**src/rtl/core/bcpm_pkg.sv**
```systemverilog
package bcpm_pkg;

  localparam int BUTTON_W = 4;
  localparam int MASK_W   = 16;
  localparam int CMD_W    = 8;
  localparam int POP_W    = 5;

  localparam logic OP_INSERT = 1'b0;
  localparam logic OP_LOOKUP = 1'b1;

  typedef struct packed {
    logic                opcode;
    logic [BUTTON_W-1:0] button;
    logic [MASK_W-1:0]   modifiers;
    logic [CMD_W-1:0]    command;
  } req_t;

  typedef struct packed {
    logic [CMD_W-1:0] matched_command;
    logic             found;
    logic             status;
  } resp_t;

  // one binding as held in a cell
  typedef struct packed {
    logic [BUTTON_W-1:0] button;
    logic [MASK_W-1:0]   mask;
    logic [CMD_W-1:0]    cmd;
    logic [POP_W-1:0]    pop;
  } entry_t;

  // item travelling down the chain, one cell per cycle
  typedef struct packed {
    logic   live;
    logic   opcode;
    logic   ent_valid;
    logic   displace;
    logic   hit;
    entry_t ent;
  } token_t;

  typedef enum logic [0:0] {
    ST_IDLE,
    ST_WALK
  } state_t;

  function automatic logic [POP_W-1:0] popcount16(input logic [MASK_W-1:0] v);
    logic [POP_W-1:0] lo;
    logic [POP_W-1:0] hi;
    lo = '0;
    hi = '0;
    for (int i = 0; i < MASK_W / 2; i++) begin
      lo = lo + POP_W'(v[i]);
      hi = hi + POP_W'(v[i + MASK_W / 2]);
    end
    return lo + hi;
  endfunction

endpackage

```
**src/rtl/core/bcpm_cell.sv**
```systemverilog
module bcpm_cell (
  input  logic            clk,
  input  logic            rst,
  input  logic            occupied,
  input  bcpm_pkg::token_t tok_in,
  output bcpm_pkg::token_t tok_out
);
  import bcpm_pkg::*;

  entry_t held;
  token_t tok_next;
  logic   take;

  always_comb begin
    tok_next = tok_in;
    take     = 1'b0;
    if (tok_in.live) begin
      if (tok_in.opcode == OP_INSERT) begin
        // once placed, every later entry just shifts down one cell
        if (tok_in.ent_valid &&
            (tok_in.displace || !occupied || tok_in.ent.pop >= held.pop)) begin
          take               = 1'b1;
          tok_next.ent       = held;
          tok_next.ent_valid = occupied;
          tok_next.displace  = 1'b1;
        end
      end else begin
        if (!tok_in.hit && occupied && held.button == tok_in.ent.button &&
            (tok_in.ent.mask & held.mask) == held.mask) begin
          tok_next.hit     = 1'b1;
          tok_next.ent.cmd = held.cmd;
        end
      end
    end
  end

  always_ff @(posedge clk) begin
    if (take) begin
      held <= tok_in.ent;
    end
  end

  always_ff @(posedge clk) begin
    if (rst) begin
      tok_out.live <= 1'b0;
    end else begin
      tok_out <= tok_next;
    end
  end

endmodule

```
**config.mk**
```make
export PLATFORM = sky130hd
export DESIGN_NAME = bcpm_cell
export DESIGN_NICKNAME = d
export VERILOG_FILES = /design/src/rtl/core/bcpm_pkg.sv /design/src/rtl/core/bcpm_cell.sv
export SDC_FILE = /design/constraint.sdc
export NUM_CORES = 1
export LEC_CHECK = 0
export ABC_CLOCK_PERIOD_IN_PS = 3710
export BUFFER_PORTS_ARGS = -buffer_cell sky130_fd_sc_hd__buf_4
export CAP_MARGIN = 10
export CORE_MARGIN = 5
export CORE_UTILIZATION = 50
export CTS_BUF_LIST = sky130_fd_sc_hd__clkbuf_16
export DETAILED_ROUTE_END_ITERATION = 10
export PLACE_DENSITY = 0.78
export SLEW_MARGIN = 20
export SYNTH_ARGS = -nofsm -noshare
export SYNTH_HDL_FRONTEND = slang
export SYNTH_SLANG_ARGS = --single-unit
```
**constraint.sdc**
```tcl
create_clock -name clk -period 3.71 [get_ports clk]
set_clock_uncertainty 0.15 [all_clocks]
set_input_delay 0.371 -clock clk [delete_from_list [all_inputs] [get_ports clk]]
set_output_delay 0.371 -clock clk [all_outputs]
set_load 0.005 [all_outputs]
```
==> results of run 1 <==
[logic make-up after synthesis]
| group | share of synthesized area, % |
|---|---|
| flip-flops | 72.8 |
| XOR/XNOR | 0.901 |
| AO/OA/AOI/OAI | 5.19 |
| multiplexers | 11.2 |
| AND/OR/NAND/NOR | 5.24 |
| adder cells (fa/ha/maj) | 2.15 |
| buffers and inverters | 2.53 |
[Yosys cell counts]
| cell type | count |
|---|---|
| mux2_2 | 29 |
| o21ai_4 | 1 |
| xor2_1 | 3 |
| nand2_1 | 7 |
| nand4_2 | 1 |
| o21bai_1 | 1 |
| edfxtp_1 | 70 |
| a21oi_1 | 2 |
| nor2b_1 | 6 |
| nand3_1 | 1 |
| a22oi_1 | 2 |
| a221oi_1 | 1 |
| dfxtp_1 | 1 |
| nor2_1 | 3 |
| nand2b_1 | 4 |
| a31oi_1 | 1 |
| a2111oi_4 | 1 |
| nand4b_1 | 1 |
| nor2b_4 | 1 |
| a2111oi_2 | 1 |
| ha_1 | 5 |
| o2111a_1 | 1 |
| buf_2 | 2 |
| o31a_1 | 1 |
| inv_1 | 16 |
| o21ai_0 | 5 |
| nor3_1 | 1 |
| clkbuf_1 | 1 |
| nand3b_1 | 1 |
[layer usage]
layer,wire length [um],vias up
met2,2730,66
li1,-,824
met3,410,8
met4,84,0
met5,0,-
met1,2570,821
[sequential cells by signal, indices dropped and copies added, names as in the netlist]
register	count
tok_out	38
held	33
[cell type report]
cell class	instances	area [um2]	area share, %
sequential	71	2120	53.3
timing repair buffer	82	616	15.5
clock buffer	9	225	5.66
multi-input combinational	80	731	18.4
tap	72	90.1	2.26
inverter	16	60.1	1.51
clock inverter	7	138	3.46
[report_power, final]
| group | switching (mW) | internal, mW |
|---|---|---|
| logic | 0.0764 | 0.0974 |
| clock network | 0.310 | 0.722 |
| registers | 0.0131 | 0.933 |
[path summary, 6_finish.rpt]
kind / slack, ns / start / cells after the start / to
setup / recovery: 1.18 / held[2] / 7 / tok_out[32]
hold / removal: 0.05 / rst / 2 / tok_out[37]
setup reg to reg: 1.18 / held[2] / 7 / tok_out[32]
hold reg to reg: 0.40 / held[5] / 1 / tok_out[5]
[worst max-delay path, stage by stage, from the launching register on]
cell	delay, ns
edfxtp_1	0.37
inv_1	0.09
ha_1	0.24
a21oi_1	0.12
o21ai_0	0.16
a21oi_4	0.39
inv_1	0.38
mux2_2	0.38
==> metrics.md, run 1 <==
| Metric | Value |
|---|---|
| Dpl cells | `321` |
| Hold crit path type | `in2reg` |
| Post-DP Area | `3620 um2` |
| Peak supply drop | `0.000322 V` |
| CTS tree | `done` |
| Worst path required time | `3.63 ns` |
| Hold slack | `0.0545 ns` |
| Die width | `86.4 um` |
| Post-Synthesis Cells | `170` |
| Die height | `86.4 um` |
| Final instance area | `3980 um2` |
| Commonest non-fill, non-tap cell in the layout | `buf_4` |
| Grt met3 use | `4.18%` |
| Wire per inst | `17.2 um` |
| Top cell type by total area after synthesis | `edfxtp_1` |
| Synth cell types | `29` |
| Post-synth net total | `216` |
| Post-Place Setup Slack | `1.08 ns` |
| Reg clk slew, reported paths | `0.06 ns` |
| Fin crit share | `68.2%` |
| Run status | `finished clean` |
| Vias per cell | `5.10` |
| Starting DRC count in detailed routing | `54` |
| Commonest non-fill, non-tap cells in the layout | `82 x buf_4, 70 x edfxtp_1, 29 x mux2_2` |
| Share of cells above drive strength 1 | `49.8%` |
| Syn avg cell area | `17.1 um2` |
| RSZ-0062 raised after global routing | `false` |
| Post_cts resized | `0` |
| Setup crit end kind | `register` |
| Worst skew pair latency | `0.32 ns` |
| Final nets | `306` |
| Via count | `1,719` |
| Most Crowded Layer GR | `met2` |
| Leakage Power | `1.60 nW` |
| Final core utilization | `71.4%` |
| Largest cells by area after synthesis | `edfxtp_1 72%, mux2_2 11%, ha_1 2.1%, inv_1 2.1%, nor2b_1 1.3%` |
| Post-route non-filler standard cell count | `337` |
| Worst setup margin | `1.18 ns` |
| First-pass DRT Iterations | `4` |
| Initial antenna violation count | `0` |
| Setup Viol. Count Final | `0` |
| Post-Route WL | `5.80 mm` |
| CTS Sinks | `71` |
| Max FO, Critical Path | `14` |
| First-pass GRT wire length | `9.25 mm` |
| Fmax | `395 MHz` |
| GPL Wtd Cong | `0.747` |
| Critical path arrival | `2.45 ns` |
| HPWL after DPL | `4.02 mm` |
| Number of global-route vias before repair | `1,859` |
| Full die area | `7460 um2` |
| Residual DRC count | `0` |
| Slew at the pin closest to its max-slew limit | `0.573 ns` |
| Post-layout minimum cycle time | `2.53 ns` |
| GRT Util Overall | `16.3%` |
| Crit path launch type | `register` |
| Seq cells post-synth | `71` |
| Sequential-to-total area share from yosys stat | `72.8%` |
| Initial Util | `52.3%` |
| Max Slew Vio Count | `0` |
| Gr ovfl total | `0` |
| Final total power | `2.15 mW` |
| Setup TNS | `0 ns` |
| Met1 usage | `21.1%` |
| Total core area | `5570 um2` |
| Diode count | `0` |
| Clock tree buffer depth | `2` |
| Largest net degree at the start of global routing | `38` |
| Yosys warns | `0` |
| Io pins | `79` |
| Max-Cap Viols | `0` |
| Post-CTS Setup Bufs | `0` |
| CTS Hold Buffers Added | `0` |
| WS Path Type | `reg2reg` |
| Fill cells | `383` |
| Final hold viol count | `0` |
| Slew HR | `61.8%` |
| Met2 Usage GRT | `26.6%` |
| Root Buffer | `clkbuf_16` |
| TritonCTS buffer count | `9` |
| Pwr dens | `540 nW/um2` |
| Synth top area share | `72.1%` |
| Std-Cell Rows | `27` |
| Mapped cell area | `2920 um2` |
| Antenna Nets Post-Route | `0` |
| IO buf count | `78` |
| Htree depth | `3` |
| Area Growth Syn to Fin | `36.6%` |
Note: power is estimated with default switching activity, not from simulation.
==> inputs of run 2 (changes only) <==
- ABC_AREA: unset -> 1
- ABC_CLOCK_PERIOD_IN_PS: 3710 -> 2370
- PLACE_DENSITY: 0.78 -> 0.76
- clock period: 3.71 -> 2.37 ns (I/O delays scaled with it)
==> run 2 against run 1 <==
Net effect:
- utilization is 1.1 points higher
- power is 52% higher
- register-to-register slack worse by 1.0 ns
- fmax is 15% higher
- cell count is 57% higher
- sequential share of layout area is 7.7 points lower
- highest routed layer unchanged
==> metrics.md, run 2 <==
| Metric | Value |
|---|---|
| Clock tree buffer depth | `2 (unchanged)` |
| Residual DRC count | `0 (unchanged)` |
| Initial antenna violation count | `0 (unchanged)` |
| Leakage Power | `2.12 nW (+32%)` |
| Hold EP | `tok_out[33]` |
| Via count | `2,650 (+54%)` |
| Post-Route WL | `7.85 mm (+35%)` |
| Initial Util | `51.8% (-0.46 points)` |
| Max-Cap Viols | `0 (unchanged)` |
| Commonest cells post-synth | `93 x nand2_1, 70 x edfxtp_1, 52 x inv_1` |
| Seq cells post-synth | `71 (unchanged)` |
| Post-synth net total | `373 (+73%)` |
| Crit path launch type | `register` |
| First-pass DRT Iterations | `5 (+1)` |
| Number of global-route vias before repair | `2,685 (+44%)` |
| Commonest non-fill, non-tap cells in the layout | `93 x nand2_1, 82 x buf_4, 70 x edfxtp_1` |
| Yosys warns | `0 (unchanged)` |
| Setup Viol. Count Final | `0 (unchanged)` |
| Wire per inst | `14.9 um (-14%)` |
| First-pass GRT wire length | `12.8 mm (+38%)` |
| Post_cts resized | `0 (unchanged)` |
| HPWL after DPL | `4.99 mm (+24%)` |
| Final hold viol count | `0 (unchanged)` |
| Max Slew Vio Count | `0 (unchanged)` |
| Area Growth Syn to Fin | `39.9%` |
| Largest Register | `tok_out` |
| Slew HR | `66.8% (+5.0 points)` |
| Reg power frac | `45.3% (+1.3 points)` |
| Syn avg cell area | `10.2 um2 (-41%)` |
| Sw frac | `21.7% (+3.2 points)` |
| Max reg flops | `38 (unchanged)` |
| Hold crit path type | `in2reg` |
| Die width | `91.6 um (+6.1%)` |
| Reg clk slew, reported paths | `0.06 ns (about the same)` |
| Biggest regs | `tok_out: 38 flops, held: 33 flops` |
| Max FO, Critical Path | `49 (+35)` |
| Pwr dens | `702 nW/um2 (+30%)` |
| WS Path Type | `reg2reg` |
| Clock group share of total power | `43.4% (-4.6 points)` |
| Vias per cell | `5.02 (-1.6%)` |
| Internal power | `2.56 mW (+46%)` |
| CTS Sinks | `71 (unchanged)` |
| Largest cells by area after synthesis | `edfxtp_1 63%, nand2_1 10%, inv_1 5.9%, nand3_1 4.8%, o21ai_0 3.2%` |
| Gr ovfl total | `0 (unchanged)` |
| Slew at the pin closest to its max-slew limit | `0.499 ns (-0.0740 ns)` |
| Final core utilization | `72.5% (+1.1 points)` |
| Reg2reg setup slack | `0.17 ns (-1.01 ns)` |
| Commonest non-fill, non-tap cell in the layout | `nand2_1` |
| Post-layout minimum cycle time | `2.20 ns (-0.330 ns)` |
| Setup crit end kind | `register` |
| Io pins | `79 (unchanged)` |
| Hold depth | `2 (unchanged)` |
| CTS tree | `done` |
| Largest net degree at the start of global routing | `50 (+32%)` |
| Sequential-to-total area share from yosys stat | `63.7% (-9.1 points)` |
| Fin crit share | `92.9% (+25 points)` |
| Starting DRC count in detailed routing | `171 (+220%)` |
| Full die area | `8390 um2 (+13%)` |
| Htree depth | `3 (unchanged)` |
| Root Buffer | `clkbuf_16` |
| Post-Synthesis Cells | `327 (+92%)` |
| Synth cell types | `23 (-21%)` |
| Die height | `91.6 um (+6.1%)` |
| Most common cell in the netlist | `nand2_1` |
| Worst path required time | `2.28 ns (-1.35 ns)` |
| Std-Cell Rows | `29 (+7.4%)` |
| Critical path arrival | `2.11 ns (-0.34 ns)` |
| Top cell type by total area after synthesis | `edfxtp_1` |
| Final nets | `492 (+61%)` |
| TritonCTS buffer count | `9 (unchanged)` |
| Worst skew pair latency | `0.33 ns (about the same)` |
| Setup TNS | `0 ns (unchanged)` |
| RSZ-0062 raised after global routing | `false` |
| Run status | `finished clean` |
| Switching pwr | `711 uW (+78%)` |
| Share of async-settable or async-resettable flops after synthesis | `0% (unchanged)` |
| Gate power share | `11.3% (+3.2 points)` |
| Min-Delay Startpoint | `tok_in[33]` |
| Antenna Nets Post-Route | `0 (unchanged)` |
| Post-synth EDFFs | `70 (unchanged)` |
| Peak supply drop | `0.000481 V (+50%)` |
| Fmax | `454 MHz (+15%)` |
| GRT Util Overall | `19.4% (+3.1 points)` |
| Reg-to-Reg End | `tok_out[32]` |
| IO buf count | `78 (unchanged)` |
| Mapped cell area | `3330 um2 (+14%)` |
| Reg2Reg Depth | `9 (+2)` |
| Total core area | `6420 um2 (+15%)` |
| GPL Wtd Cong | `0.823 (+10%)` |
| Synth top area share | `63.1% (-9.0 points)` |
| Share of cells above drive strength 1 | `24.6% (-25 points)` |
| Critical R2R Launch | `held[0]` |
| Diode count | `0 (unchanged)` |
| Main synth FF type | `edfxtp_1` |
[run 2: final cells by class]
cell class / instances / area, um2
clock inverter: 7 / 88.8
multi-input combinational: 194 / 950
timing repair buffer: 117 / 976
clock buffer: 9 / 225
sequential: 71 / 2120
inverter: 53 / 199
tap: 77 / 96.3
fill: 479 / 1770
[run 2: worst max path at each step]
stage                       end  cells after the start    start
finish              tok_out[32]                      9  held[0]
global route        tok_out[32]                     10  held[4]
CTS                 tok_out[32]                     10  held[4]
detailed placement  tok_out[16]                     10  held[4]
global placement    tok_out[26]                     10  held[4]
floorplan           tok_out[23]                     10  held[4]
[run 2: kinds of logic after synthesis]
logic type	share of synthesized area, %
adder cells (fa/ha/maj)	1.88
AND/OR/NAND/NOR	20.5
buffers and inverters	7.74
flip-flops	63.7
AO/OA/AOI/OAI	6.16
[run 2: stage by stage]
step | setup slack [ns] | area, um2 | hold WS [ns] | std cells | power, mW
after floorplan | 0.0847 | 3330 | 0.159 | 327 | 1.65
after global placement | 0.187 | 3990 | 0.256 | 476 | 1.82
after detailed placement | 0.142 | 3990 | 0.259 | 476 | 1.82
after CTS | 0.0965 | 4640 | 0.0477 | 526 | 3.27
after global routing | 0.0287 | 4660 | 0.0546 | 528 | 3.39
final | 0.168 | 4660 | 0.0547 | 528 | 3.27
[run 2: worst max-delay path, cell delays in order, from the launching register on]
cell and delay (ns):
edfxtp_1 0.42, ha_1 0.32, inv_1 0.04, nand2_1 0.05
nand2_1 0.10, nand3_4 0.16, nand2_4 0.13, nor2_8 0.19
buf_12 0.24, o21ai_0 0.12
[run 2: power groups by stage]
stage	clock [mW]	sequential [mW]	combinational (mW)
6_report	1.42	1.48	0.370
5_1_grt	1.49	1.49	0.412
4_1_cts	1.43	1.48	0.366
3_5_place_dp	0	1.51	0.319
3_3_place_gp	0	1.50	0.312
2_1_floorplan	0	1.51	0.144
[run 2: repair_timing]
action	CTS	global route
buffers inserted	0	2
hold endpoints to repair	34	0
setup endpoints to repair	0	25
hold buffers	34	0
[run 2: routing by layer]
layer / GRT usage (%) / vias up / routed length [um]
met5: 0 / - / 0
met4: 7.66 / 0 / 125
met3: 3.80 / 12 / 490
met2: 33.5 / 102 / 3970
met1: 23.9 / 1222 / 3260
li1: - / 1314 / -
